`config.mk`:
```
export PLATFORM = sky130hd
export DESIGN_NAME = rtd_div
export DESIGN_NICKNAME = d
export VERILOG_FILES = /design/src/rtl/rtd_pkg.sv /design/src/rtl/rtd_div.sv
export SDC_FILE = /design/constraint.sdc
export NUM_CORES = 2
export LEC_CHECK = 0
export BUFFER_PORTS_ARGS = -buffer_cell sky130_fd_sc_hd__buf_2
export CORE_UTILIZATION = 57
export DETAILED_ROUTE_END_ITERATION = 8
export GPL_TIMING_DRIVEN = 0
export HOLD_SLACK_MARGIN = 0.02
export PLACE_DENSITY_LB_ADDON = 0.2
export SETUP_SLACK_MARGIN = 0.4
export SKIP_CTS_REPAIR_TIMING = 1
export SLEW_MARGIN = 40
export SYNTH_ARGS = -nofsm -noshare
export SYNTH_HDL_FRONTEND = slang
export SYNTH_SLANG_ARGS = --single-unit
```
`constraint.sdc`:
```
create_clock -name clock -period 3.6 [get_ports clock]
set_clock_uncertainty 0.1 [all_clocks]
set_input_delay 0.54 -clock clock [delete_from_list [all_inputs] [get_ports clock]]
set_output_delay 0.54 -clock clock [all_outputs]
set_load 0.005 [all_outputs]
```
`src/rtl/rtd_pkg.sv`:
```
// ----------------------------------------------------------------------------
// RTD linearizer package
// Shared widths, field layout of the channel settings word and curve constants.
// ----------------------------------------------------------------------------
package rtd_pkg;

   localparam int SetWidth = 43;
   localparam int DivBits  = 32;

   // sensor type field: bit 2 marks a 50-ohm sensor, bits 1:0 pick the curve
   localparam logic [1:0] CurvePt3910 = 2'd0;
   localparam logic [1:0] CurveCu4280 = 2'd1;
   localparam logic [1:0] CurvePt3850 = 2'd2;
   localparam logic [1:0] CurveCu4260 = 2'd3;

   localparam logic [1:0] RegChan0 = 2'd0;
   localparam logic [1:0] RegChan1 = 2'd1;

   localparam logic [SetWidth-1:0] SetReset = SetWidth'(32768);

   localparam logic [31:0] PtaMul  = 32'd29153;
   localparam logic [31:0] PtaAdd1 = 32'd2206179461;
   localparam logic [31:0] PtaAdd2 = 32'd630046652;
   localparam logic [31:0] PtaAdd3 = 32'd197216040;
   localparam logic [31:0] PtbMul  = 32'd57080;
   localparam logic [31:0] PtbAdd1 = 32'd902791633;
   localparam logic [31:0] PtbAdd2 = 32'd653227277;
   localparam logic [31:0] PtbAdd3 = 32'd161076900;
   localparam logic [31:0] CuaHiMul = 32'd76599;
   localparam logic [15:0] CuaHiAdd = 16'd3939;
   localparam logic [31:0] CuaLoMul = 32'd1815;
   localparam logic [31:0] CuaLoAdd1 = 32'd36033;
   localparam logic [15:0] CuaLoAdd2 = 16'd4647;
   localparam logic [15:0] CuaHiMin = 16'd38289;
   localparam logic [15:0] CuaLoMax = 16'd38285;
   localparam logic [15:0] CuaGap  = 16'd26315;
   localparam logic [31:0] CubMul  = 32'd38446;
   localparam logic [15:0] CubAdd  = 16'd3850;

   typedef struct packed {
      logic [7:0] offs;
      logic [2:0] kind;
   } side_type;

endpackage

```
`src/rtl/rtd_div.sv`:
```
// ----------------------------------------------------------------------------
// RTD pipelined divider
// Restoring divider, one quotient bit per register stage. A zero divisor
// yields an all-ones quotient.
// ----------------------------------------------------------------------------
module rtd_div (
   input  logic                      clock,
   input  logic                      reset,
   input  logic                      en,
   input  logic                      in_valid,
   input  logic [31:0]               dividend,
   input  logic [15:0]               divisor,
   input  rtd_pkg::side_type         in_side,
   output logic                      out_valid,
   output logic [31:0]               quotient,
   output rtd_pkg::side_type         out_side
);

   logic [rtd_pkg::DivBits-1:0] valid_ff;
   logic [15:0]                 rem_ff  [rtd_pkg::DivBits];
   logic [31:0]                 quo_ff  [rtd_pkg::DivBits];
   logic [31:0]                 dvd_ff  [rtd_pkg::DivBits];
   logic [15:0]                 gain_ff [rtd_pkg::DivBits];
   rtd_pkg::side_type           side_ff [rtd_pkg::DivBits];

   for (genvar i = 0; i < rtd_pkg::DivBits; i++) begin : g_stage
      logic              valid_src;
      logic [15:0]       rem_src;
      logic [31:0]       quo_src;
      logic [31:0]       dvd_src;
      logic [15:0]       gain_src;
      rtd_pkg::side_type side_src;
      logic [16:0]       trial;
      logic              fits;

      if (i == 0) begin : g_first
         assign valid_src = in_valid;
         assign rem_src   = '0;
         assign quo_src   = '0;
         assign dvd_src   = dividend;
         assign gain_src  = divisor;
         assign side_src  = in_side;
      end else begin : g_next
         assign valid_src = valid_ff[i-1];
         assign rem_src   = rem_ff[i-1];
         assign quo_src   = quo_ff[i-1];
         assign dvd_src   = dvd_ff[i-1];
         assign gain_src  = gain_ff[i-1];
         assign side_src  = side_ff[i-1];
      end

      assign trial = {rem_src, dvd_src[31]};
      assign fits  = trial >= {1'b0, gain_src};

      always_ff @(posedge clock) begin
         if (reset) begin
            valid_ff[i] <= 1'b0;
         end else if (en) begin
            valid_ff[i] <= valid_src;
         end
      end

      always_ff @(posedge clock) begin
         if (en) begin
            rem_ff[i]  <= fits ? 16'(trial - {1'b0, gain_src}) : trial[15:0];
            quo_ff[i]  <= {quo_src[30:0], fits};
            dvd_ff[i]  <= {dvd_src[30:0], 1'b0};
            gain_ff[i] <= gain_src;
            side_ff[i] <= side_src;
         end
      end
   end

   assign out_valid = valid_ff[rtd_pkg::DivBits-1];
   assign quotient  = quo_ff[rtd_pkg::DivBits-1];
   assign out_side  = side_ff[rtd_pkg::DivBits-1];

endmodule

```
==> results by stage <==
Status:
- The run finished with clean final reports.

Layout:
- The area of the multi-input gates is 28,280 um2.
- Of the cells placed in the final design, the portion with a size suffix greater than 1 is 0.1536.
- The top cell types in the final layout, fill and taps aside, are sky130_fd_sc_hd__edfxtp_1, sky130_fd_sc_hd__inv_1, sky130_fd_sc_hd__ha_1, sky130_fd_sc_hd__nor2_1, sky130_fd_sc_hd__mux2_2.
- Relative to the synthesized area, the layout overhead comes to 14.18%.
- Leaving out fill and tap cells, the most frequent cell in the layout is sky130_fd_sc_hd__edfxtp_1.
- The total area of sequential cells is 71,750 um2.
- Counting the fill cells in the layout gives 12,430.
- The final net count is 7,847.

Clock tree:
- The number of CTS-inserted buffers is 234.
- The H-tree depth reported by CTS is 4.
- The longest clock path from root to sink contains 3 buffers.
- The clock tree from TritonCTS is yes.
- After clock tree synthesis, the clock-pin slew on the worst setup and hold paths is 0.06 ns.
- The clock sink count is 2,400.
- The root buffer selected by CTS is sky130_fd_sc_hd__clkbuf_16.
- The clock reaches the later pin of the worst-skew pair after 0.84 ns.

Critical path:
- The most numerous cell on the critical path is sky130_fd_sc_hd__o31a_1.
- In this run the worst path has a maximum fanout of 9.
- The largest individual stage delay along the critical path comes from the cell sky130_fd_sc_hd__edfxtp_1.
- The endpoint identified for the worst register-to-register timing path is rem_ff[0][86].
- The kind of critical path is reg -> reg.
- The data arrival time of the worst path is 4.03 ns.
- The setup slack of the worst register-to-register path is 0.07 ns.
- STA classifies the critical path startpoint as a flop.
- STA classifies the critical path endpoint as a flop.
- In this run the critical register-to-register path is launched from gain_ff[0][65].
- The delay of the slowest cell on the worst path is 0.48 ns.
- The number of cells traversed by the worst register-to-register path is 12.
- STA puts the critical path data required time at 4.10 ns.
- The signal on the critical path passes through inv_2 -> ha_4 -> nor2b_4 -> o31a_1 -> o31a_1 -> o221ai_4 -> o21ai_4 -> or3_4 -> a311oi_4 -> buf_12 -> buf_4 -> mux2_2.
- The combined buffer and inverter count along the critical path is 3.
- Broken down by cell family, the worst path's largest delay share belongs to compound AO/OA/AOI/OAI gates.

Power:
- The peak ir drop on the vdd network is 0.0004718 V.
- Power spread over the standard cell area amounts to 816.0 nW/um2.
- The total power consumption of the routed design is 94.92 mW.
- The static leakage is 44.32 nW.

Die:
- The die is 424.8 um tall.
- The die area is 180,400 um2.
- The I/O pin total is 107.
- Row generation in the floorplan step produced 154 rows.
- The total area inside the core boundary comes to 176,900 um2.
- For this configuration, the core starts out at a cell density of 0.5759.
- The die is 424.8 um wide.

Yosys:
- The number of distinct library cells after synthesis is 80.
- Yosys attributes the largest share of cell area to sky130_fd_sc_hd__edfxtp_1, sky130_fd_sc_hd__ha_1, sky130_fd_sc_hd__mux2_2.
- After synthesis, the mean cell area works out to 15.19 um2.
- Of the synthesized area, sequential elements account for 0.7043.
- Of the post-synthesis cell area, the dominant cell type holds 0.6980.
- In this run the cell area of the synthesized design comes to 101,900 um2.
- In the synthesized netlist, the number of instances is 6,706.
- The number of warnings reported in the yosys synthesis log is 0.
- The most area-hungry cell type in the Yosys netlist is sky130_fd_sc_hd__edfxtp_1.
- The number of synthesized flops with an enable pin is 2,368.
- The flip-flop and latch count after synthesis is 2,400.
- The number of nets handed over by synthesis was 7,297.
- The predominant post-synthesis flop cell is sky130_fd_sc_hd__edfxtp_1.
- The post-synthesis async set-or-reset flop share is 0.

Route:
- After detailed routing, the number of vias per cell comes to 5.484.
- The detail route stage leaves a number of antenna-violating nets equal to 0.
- The pre-antenna-repair detailed-routing pass consisted of 5 iterations.
- After detailed routing, the total wire length is 170,100 um.
- The total number of vias is 53,730.
- After the first detailed-routing iteration, the DRC count stood at 3,625.
- After detailed routing, the average wire length per cell comes to 17.37 um.
- The DRC violations left is 0.

Timing:
- The worst slew margin relative to its limit is 0.5400.
- Based on the critical path, the design can be clocked at up to 283.6 MHz.
- The final-report max-slew violation count is 0.
- Setup violations remaining at the end of the flow were counted as 0.
- The worst path meets setup with 0.07333 ns of slack.
- The setup TNS is 0 ns.
- Setup repair after global routing could not meet its margin everywhere.
- The transition at the pin with the smallest max-transition slack is 0.6838 ns.
- The period utilization is 0.9796.
- The final hold violation count is 0.
- The final critical-path required period is 3.527 ns.

Placed design:
- The placement-stage worst setup slack is -1.373 ns.
- At the end of routability-driven placement, the weighted congestion stood at 0.9134.
- The sum of net half-perimeters after detailed placement is 113,000 um.
- The number of buffer cells added on primary ports is 106.

Global routing:
- The global router's overall resource usage is 0.1841.
- For this run, global-route usage on met2 was measured as 0.3020.
- For this run the aggregate overflow at the end of global routing stands at 0.
- The number of global-route vias before repair is 51,980.
- The met1 routing resource usage after global routing is 0.2463.
- After global routing, the most crowded layer is met2.
- The number of antenna violations at the first check in global routing is 3.
- The global-route wire length before repair is 266,700 um.
- For this run, global-route usage on met3 was measured as 0.03212.
- Entering global routing, the biggest net connects 119 pins.

Min path:
- The capture endpoint of the worst hold path is side_ff[0][53].
- The worst hold path class is in -> reg.
- The startpoint identified for the worst hold timing path is en.
- The worst hold path was traced through 2 stages.

Run:
- Max-cap violations in this run came to 0.
-- worst max path at each step --
stage                        start              to  slack (ns)  cells past startpoint
floorplan           gain_ff[0][65]   rem_ff[0][88]        0.32                     11
global placement                en  quo_ff[15][49]      -34.65                      1
detailed placement              en  quo_ff[15][49]       -1.37                      8
CTS                  gain_ff[0][1]   rem_ff[0][25]       -0.51                     11
global route        gain_ff[0][65]   rem_ff[0][95]       -0.02                     12
finish              gain_ff[0][65]   rem_ff[0][86]        0.07                     12
-- logic make-up (layout without fill, tap and decap cells) --
kind of cell / after synthesis / in the layout / synth area share
DFF: 2400 / 2400 / 0.7043
adders and majority gates: 528 / 528 / 0.06706
muxes: 413 / 413 / 0.04477
xor gates and xnor gates: 331 / 331 / 0.02846
other: 0 / 2 / 0
buffers and inverters: 713 / 1462 / 0.02658
and+or+nand+nor: 1236 / 1236 / 0.05898
AOI/OAI and AO/OA: 1085 / 1085 / 0.06988
-- layout make-up --
cell class | count | area share
Antenna cell | 2 | 0.00004303
Buffer | 76 | 0.004561
Clock buffer | 268 | 0.05144
Clock inverter | 167 | 0.01314
Inverter | 637 | 0.02062
Multi-Input combinational cell | 3593 | 0.2431
Sequential cell | 2400 | 0.6168
Tap cell | 2340 | 0.02517
Timing Repair Buffer | 314 | 0.02507
-- report_power, final --
part           total [mW]  internal, mW  leakage (nW)  switching (mW)
registers            39.5          37.2          23.4            2.34
logic                31.8          15.3          17.3            16.5
clock network        23.6          13.4          3.63            10.2
-- synth_stat cells (all sizes together), types with 88 or more instances --
cell / instances
xnor2: 217
nand2: 254
nor2: 393
mux2: 323
inv: 637
nor2b: 88
a21o: 110
mux2i: 90
xor2: 114
edfxtp: 2368
ha: 498
nor3: 102
o21ai: 262
a21oi: 272
-- sequential cells by signal (all words and copies together), names as in the netlist --
name,count
quo_ff,528
dvd_ff,496
gain_ff,496
rem_ff,496
side_ff,352
g_stage.valid_src,31
out_valid,1
-- stage by stage --
stage	instance area (um2)	hold WS (ns)	utilization	instances
2_1_floorplan	101900	0.3003	-	6706
3_3_place_gp	105300	0.3002	0.5956	9152
3_5_place_dp	106000	0.3045	0.5993	9175
4_1_cts	113500	-0.3190	0.6418	9610
5_1_grt	116300	0.06592	0.6576	9796
6_report	116300	0.1084	0.6576	9797
-- routing by layer --
layer,part of all wire,vias up,wire length (um)
li1,-,26310,-
met1,0.44,25910,75150
met2,0.48,1121,81580
met3,0.044,384,7534
met4,0.035,0,5879
met5,0,-,0
No activity file was read; power rests on OpenSTA's default activity.
