[src/rtl/rtd_pkg.sv]
// ----------------------------------------------------------------------------
// RTD linearizer package
// Shared widths, field layout of the channel settings word and curve constants.
// ----------------------------------------------------------------------------
package rtd_pkg;

   localparam int SetWidth = 43;
   localparam int DivBits  = 32;

   // sensor type field: bit 2 marks a 50-ohm sensor, bits 1:0 pick the curve
   localparam logic [1:0] CurvePt3910 = 2'd0;
   localparam logic [1:0] CurveCu4280 = 2'd1;
   localparam logic [1:0] CurvePt3850 = 2'd2;
   localparam logic [1:0] CurveCu4260 = 2'd3;

   localparam logic [1:0] RegChan0 = 2'd0;
   localparam logic [1:0] RegChan1 = 2'd1;

   localparam logic [SetWidth-1:0] SetReset = SetWidth'(32768);

   localparam logic [31:0] PtaMul  = 32'd29153;
   localparam logic [31:0] PtaAdd1 = 32'd2206179461;
   localparam logic [31:0] PtaAdd2 = 32'd630046652;
   localparam logic [31:0] PtaAdd3 = 32'd197216040;
   localparam logic [31:0] PtbMul  = 32'd57080;
   localparam logic [31:0] PtbAdd1 = 32'd902791633;
   localparam logic [31:0] PtbAdd2 = 32'd653227277;
   localparam logic [31:0] PtbAdd3 = 32'd161076900;
   localparam logic [31:0] CuaHiMul = 32'd76599;
   localparam logic [15:0] CuaHiAdd = 16'd3939;
   localparam logic [31:0] CuaLoMul = 32'd1815;
   localparam logic [31:0] CuaLoAdd1 = 32'd36033;
   localparam logic [15:0] CuaLoAdd2 = 16'd4647;
   localparam logic [15:0] CuaHiMin = 16'd38289;
   localparam logic [15:0] CuaLoMax = 16'd38285;
   localparam logic [15:0] CuaGap  = 16'd26315;
   localparam logic [31:0] CubMul  = 32'd38446;
   localparam logic [15:0] CubAdd  = 16'd3850;

   typedef struct packed {
      logic [7:0] offs;
      logic [2:0] kind;
   } side_type;

endpackage

[src/rtl/rtd_curve.sv]
// ----------------------------------------------------------------------------
// RTD curve evaluator
// Adds the offset, applies 50-ohm doubling and evaluates all four
// linearization curves in a five-stage pipeline, then picks one.
// ----------------------------------------------------------------------------
module rtd_curve (
   input  logic              clock,
   input  logic              reset,
   input  logic              en,
   input  logic              in_valid,
   input  logic [15:0]       quo,
   input  rtd_pkg::side_type in_side,
   output logic              out_valid,
   output logic [15:0]       res_out,
   output logic [15:0]       temp_out
);

   logic [4:0] valid_ff;

   // stage 0
   logic [15:0] res0_ff, r0_ff;
   logic        bad0_ff;
   logic [2:0]  kind0_ff;
   logic [15:0] res0_in, r0_in;

   // stage 1
   logic [15:0] res1_ff, r1_ff;
   logic        bad1_ff;
   logic [2:0]  kind1_ff;
   logic [31:0] pta1_ff, ptb1_ff, cuahi1_ff, cualo1_ff, cub1_ff;

   // stage 2
   logic [15:0] res2_ff, r2_ff;
   logic        bad2_ff;
   logic [2:0]  kind2_ff;
   logic [31:0] pta2_ff, ptb2_ff, cualo2_ff;
   logic [15:0] cuahi2_ff, cub2_ff;
   logic [31:0] pta2_v, ptb2_v, cualo2_v;

   // stage 3
   logic [15:0] res3_ff;
   logic        bad3_ff;
   logic [2:0]  kind3_ff;
   logic [31:0] pta3_ff, ptb3_ff;
   logic [15:0] cua3_ff, cub3_ff;
   logic [31:0] pta3_v, ptb3_v;
   logic [15:0] cua3_in;

   // stage 4
   logic [15:0] res4_ff, temp4_ff;
   logic [15:0] temp4_in;
   logic [31:0] pta4_v, ptb4_v;

   assign res0_in = 16'(quo + {{8{in_side.offs[7]}}, in_side.offs});
   assign r0_in   = in_side.kind[2] ? {res0_in[14:0], 1'b0} : res0_in;

   assign pta2_v   = ((pta1_ff >> 3) + rtd_pkg::PtaAdd1) >> 16;
   assign ptb2_v   = ((ptb1_ff >> 2) + rtd_pkg::PtbAdd1) >> 16;
   assign cualo2_v = (cualo1_ff >> 16) + rtd_pkg::CuaLoAdd1;

   assign pta3_v = ((pta2_ff >> 6) + rtd_pkg::PtaAdd2) >> 14;
   assign ptb3_v = ((ptb2_ff >> 6) + rtd_pkg::PtbAdd2) >> 14;

   always_comb begin
      if (r2_ff >= rtd_pkg::CuaHiMin) begin
         cua3_in = cuahi2_ff;
      end else if (r2_ff < rtd_pkg::CuaLoMax) begin
         cua3_in = 16'(cualo2_ff[31:16] + rtd_pkg::CuaLoAdd2);
      end else begin
         cua3_in = rtd_pkg::CuaGap;
      end
   end

   assign pta4_v = (pta3_ff + rtd_pkg::PtaAdd3) >> 16;
   assign ptb4_v = (ptb3_ff + rtd_pkg::PtbAdd3) >> 16;

   always_comb begin
      case (kind3_ff[1:0])
         rtd_pkg::CurvePt3910: temp4_in = pta4_v[15:0];
         rtd_pkg::CurveCu4280: temp4_in = cua3_ff;
         rtd_pkg::CurvePt3850: temp4_in = ptb4_v[15:0];
         default:              temp4_in = cub3_ff;
      endcase
      if (bad3_ff) begin
         temp4_in = '0;
      end
   end

   always_ff @(posedge clock) begin
      if (reset) begin
         valid_ff <= '0;
      end else if (en) begin
         valid_ff <= {valid_ff[3:0], in_valid};
      end
   end

   always_ff @(posedge clock) begin
      if (en) begin
         res0_ff  <= res0_in;
         r0_ff    <= r0_in;
         bad0_ff  <= in_side.kind[2] & res0_in[15];
         kind0_ff <= in_side.kind;

         res1_ff   <= res0_ff;
         r1_ff     <= r0_ff;
         bad1_ff   <= bad0_ff;
         kind1_ff  <= kind0_ff;
         pta1_ff   <= 32'({16'b0, r0_ff} * rtd_pkg::PtaMul);
         ptb1_ff   <= 32'({16'b0, r0_ff} * rtd_pkg::PtbMul);
         cuahi1_ff <= 32'({16'b0, r0_ff} * rtd_pkg::CuaHiMul);
         cualo1_ff <= 32'({16'b0, r0_ff} * rtd_pkg::CuaLoMul);
         cub1_ff   <= 32'({16'b0, r0_ff} * rtd_pkg::CubMul);

         res2_ff   <= res1_ff;
         r2_ff     <= r1_ff;
         bad2_ff   <= bad1_ff;
         kind2_ff  <= kind1_ff;
         pta2_ff   <= 32'(pta2_v * {16'b0, r1_ff});
         ptb2_ff   <= 32'(ptb2_v * {16'b0, r1_ff});
         cualo2_ff <= 32'(cualo2_v * {16'b0, r1_ff});
         cuahi2_ff <= 16'({1'b0, cuahi1_ff[31:17]} + rtd_pkg::CuaHiAdd);
         cub2_ff   <= 16'(cub1_ff[31:16] + rtd_pkg::CubAdd);

         res3_ff  <= res2_ff;
         bad3_ff  <= bad2_ff;
         kind3_ff <= kind2_ff;
         pta3_ff  <= 32'(pta3_v * {16'b0, r2_ff});
         ptb3_ff  <= 32'(ptb3_v * {16'b0, r2_ff});
         cua3_ff  <= cua3_in;
         cub3_ff  <= cub2_ff;

         res4_ff  <= res3_ff;
         temp4_ff <= temp4_in;
      end
   end

   assign out_valid = valid_ff[4];
   assign res_out   = res4_ff;
   assign temp_out  = temp4_ff;

endmodule

[config.mk]
export PLATFORM = sky130hd
export DESIGN_NAME = rtd_curve
export DESIGN_NICKNAME = d
export VERILOG_FILES = /design/src/rtl/rtd_pkg.sv /design/src/rtl/rtd_curve.sv
export SDC_FILE = /design/constraint.sdc
export NUM_CORES = 2
export LEC_CHECK = 0
export BUFFER_PORTS_ARGS = -buffer_cell sky130_fd_sc_hd__buf_4
export CORE_ASPECT_RATIO = 0.6
export CORE_MARGIN = 1.5
export CORE_UTILIZATION = 41
export CTS_BUF_LIST = sky130_fd_sc_hd__clkbuf_4 sky130_fd_sc_hd__clkbuf_8
export DETAILED_ROUTE_END_ITERATION = 16
export SLEW_MARGIN = 10
export SYNTH_ARGS = -nofsm -noshare
export SYNTH_HDL_FRONTEND = slang
export SYNTH_SLANG_ARGS = --single-unit
[constraint.sdc]
create_clock -name clock -period 18.6 [get_ports clock]
set_input_delay 2.79 -clock clock [delete_from_list [all_inputs] [get_ports clock]]
set_output_delay 2.79 -clock clock [all_outputs]
set_load 0.05 [all_outputs]
==> results by group <==
Placed design
  • # port buffers: 63
  • GPL Wtd Cong: 0.898
  • Worst slack, placed: 8570 ps
  • Hpwl dp: 145 mm

Detailed routing
  • TritonRoute pass-1 iters: 6
  • Initial drt markers: 3375
  • Vias per inst: 5.09
  • Final wirelength: 186 mm
  • DRC Markers: 0
  • Routed Antenna Nets: 0
  • Drt wl/cell: 19.7 µm
  • DR vias: 48100

Synth
  • Area contributors post-synth: fa_1 34%, edfxtp_1 18%, ha_1 17%
  • Post-Syn Area: 0.0720 mm²
  • Yosys warns: 0
  • Post-synth top flop: edfxtp_1
  • Top cell type by total area after synthesis: fa_1
  • Most frequent cells after synthesis: 1532 x inv_1, 1213 x fa_1, 998 x ha_1
  • Synth Area in Adders: 0.511
  • Yosys top cell area share: 0.337
  • Register area share after synthesis: 0.184
  • Mapped Cells: 7005
  • Largest family of logic cells by synthesized area: adder cells
  • Most common cell in the netlist: inv_1
  • Post-Synth XOR/XNOR Area: 0.0388
  • Post-synthesis simple-gate area fraction: 0.115
  • Fraction of registers with async set or reset after synthesis: 0
  • Compound-Gate Fraction of Synth Area: 0.0542
  • Number of enable flip-flop cells after synthesis: 438
  • Multiplexer area fraction after synthesis: 0.00721
  • Mean Syn Cell Area: 10.3 µm²
  • Synth Register Bits: 443
  • Mapped Nets: 9247
  • Count of cell types in the netlist: 86

Setup path
  • Worst EP arrival: 10350 ps
  • Worst reg2reg path endpoint: pta3_ff[31]$_DFFE_PP_
  • Crit-path max cell delay: 700 ps
  • R2R cell count: 30
  • Origin of the critical flop-to-flop path: pta2_ff[11]$_DFFE_PP_
  • Flop-to-flop setup slack: 8720 ps
  • Cell family with most CP delay: adder cells
  • CP Capture Type: register
  • CP most frequent cell: fa_1
  • CP bufs+invs: 3
  • Critical path class: register to register
  • Worst Setup Start Kind: register
  • Critical path fanouts, max: 18
  • Slowest stage cell, crit path: nand2b_1
  • Worst EP required: 19080 ps

STA
  • Clock skew: 54.4 ps
  • Max Fclk: 101 MHz
  • Relative max-transition margin: 0.116
  • RSZ-0062 raised after global routing: no
  • Pins over their slew limit: 0
  • Final TNS setup: 0 ps
  • Worst Tran Pin Value: 1290 ps
  • Setup-violating endpoint count in the final report: 0
  • Crit path time final: 9880 ps
  • Final setup margin: 8720 ps
  • Hold Fails Final Rpt: 0
  • Tcrit/Tclk final: 0.531

Min path
  • Hold path endpoint: res1_ff[8]$_DFFE_PP_
  • HP Class: register to register
  • Hold Crit Depth: 0
  • HP Start: res0_ff[8]$_DFFE_PP_

Clock network
  • Clock Tree Buf Depth: 3
  • Hold-fix buffers, CTS: 0
  • Total CTS buffers: 74
  • Clk pin slew, worst setup/hold paths: 70 ps
  • Sink Count: 443
  • Setup bufs post-CTS: 0
  • PostCTS Resize Cnt: 0
  • H-tree depth: 3
  • Worst-skew pair later-pin latency: 750 ps
  • Clk root buf: clkbuf_8
  • CTS tree: yes

Finish
  • Fraction of layout cells with a size suffix above 1: 0.0512
  • Fillers: 16600
  • Final #Nets: 9300
  • Area Growth Syn to Fin: 6.88%

Job
  • Max Cap Violations: 0

Global routing
  • Total global routing track utilization: 0.215
  • Vias in the first global route: 50900
  • Antenna violations before repair: 6
  • First-pass GRT wire length: 294 mm
  • GRT overflow: 0
  • Largest net degree at the start of global routing: 88

Floorplan
  • Initial core utilization: 0.415
  • Die footprint: 0.178 mm²
  • Row cnt: 118
  • I/O pin total: 64
  • Chip width: 544 µm
  • Die Y: 328 µm
  • Core area: 0.173 mm²

Status
  • Outcome: finished, final reports clean
## layout by cell type, fill, tap and decap left out, types with 9 or more instances in the layout
cell type  Yosys  routed
and3_1        24      24
inv_1       1532    1532
clkbuf_4       0      15
o211ai_1      16      16
mux4_2        12      12
nor2b_1       96      96
o21ai_0       98      98
o21bai_1      21      21
nand3_1       44      44
a211o_1       12      12
o31ai_1       10      10
nor4_1         9       9
nor2_1       230     227
edfxtp_1     438     438
or3_1         13      13
clkbuf_8       0      75
a211oi_1      20      20
nand4_1       22      22
and2_1       446     446
fa_1        1213    1213
mux2_2        15      15
or2_2         13      13
nand2_1      660     660
a22o_1         9       9
nand2b_1      46      46
nor3_1        52      52
a21oi_1      169     168
o21a_1        41      41
buf_4          2     168
ha_1         998     998
a21boi_0      11      11
xor2_1       115     112
a31oi_1       13      13
clkinv_1       0      13
a21o_1        93      93
xnor2_1      204     196
## routing by layer
layer	track usage	wire, µm	vias to the layer above
met3	0.0643	17600	195
met5	0	13	-
met2	0.308	75600	1589
li1	-	-	22000
met4	0.0384	3110	2
met1	0.322	89500	24300
## logic make-up after synthesis
group,after synthesis
flops,443
compound gates,586
buf+inv,1726
simple gates,1685
mux,35
xor+xnor,319
fa+ha+maj,2211
## layout make-up
| class | count | area [µm²] | area share |
|---|---|---|---|
| Clock buffer | 90 | 1140 | 0.0149 |
| Sequential cell | 443 | 13300 | 0.172 |
| Tap cell | 2340 | 2930 | 0.0380 |
| Multi-Input combinational cell | 4836 | 52300 | 0.680 |
| Antenna cell | 3 | 7.51 | 0.0000975 |
| Clock inverter | 37 | 259 | 0.00336 |
| Timing Repair Buffer | 169 | 1280 | 0.0166 |
| Inverter | 1534 | 5760 | 0.0748 |
## flip-flops by register name, summed over array words and instances, names as in the netlist, 24 cells and up
signal / cells
pta2_ff: 24
ptb1_ff: 26
pta1_ff: 26
pta3_ff: 29
ptb2_ff: 25
ptb3_ff: 30
## worst max path at each step
stage                     startpoint                     to  slack [ps]  cells past startpoint
3_5_place_dp    ptb1_ff[7]$_DFFE_PP_  ptb2_ff[30]$_DFFE_PP_        8570                     30
6_report       pta2_ff[11]$_DFFE_PP_  pta3_ff[31]$_DFFE_PP_        8720                     30
2_1_floorplan     r1_ff[4]$_DFFE_PP_  pta2_ff[28]$_DFFE_PP_       10340                     32
5_1_grt         ptb2_ff[7]$_DFFE_PP_  ptb3_ff[30]$_DFFE_PP_        8050                     30
4_1_cts         ptb1_ff[7]$_DFFE_PP_  ptb2_ff[30]$_DFFE_PP_        8510                     30
3_3_place_gp    ptb1_ff[7]$_DFFE_PP_  ptb2_ff[30]$_DFFE_PP_        8810                     30
## stage by stage
stage	cells	instance area [µm²]	util	hold slack, ps
5_1_grt	9451	77000	0.444	415
3_3_place_gp	9321	75500	0.435	400
2_1_floorplan	7005	72000	-	400
4_1_cts	9448	77000	0.444	403
6_report	9452	77000	0.444	403
3_5_place_dp	9321	75500	0.435	405
## worst register-to-register path: cells and delay by family (launching register included)
kind,cells,cell delay (ps)
flip-flops,1,370
AO/OA/AOI/OAI,9,2840
buffers and inverters,3,130
AND/OR/NAND/NOR,10,2900
XOR/XNOR,1,80
adder cells (fa/ha/maj),7,3300
Power is left out: the tool's default activity adds up to more than one toggle a clock period on the data nets, which glitch-free logic cannot reach.
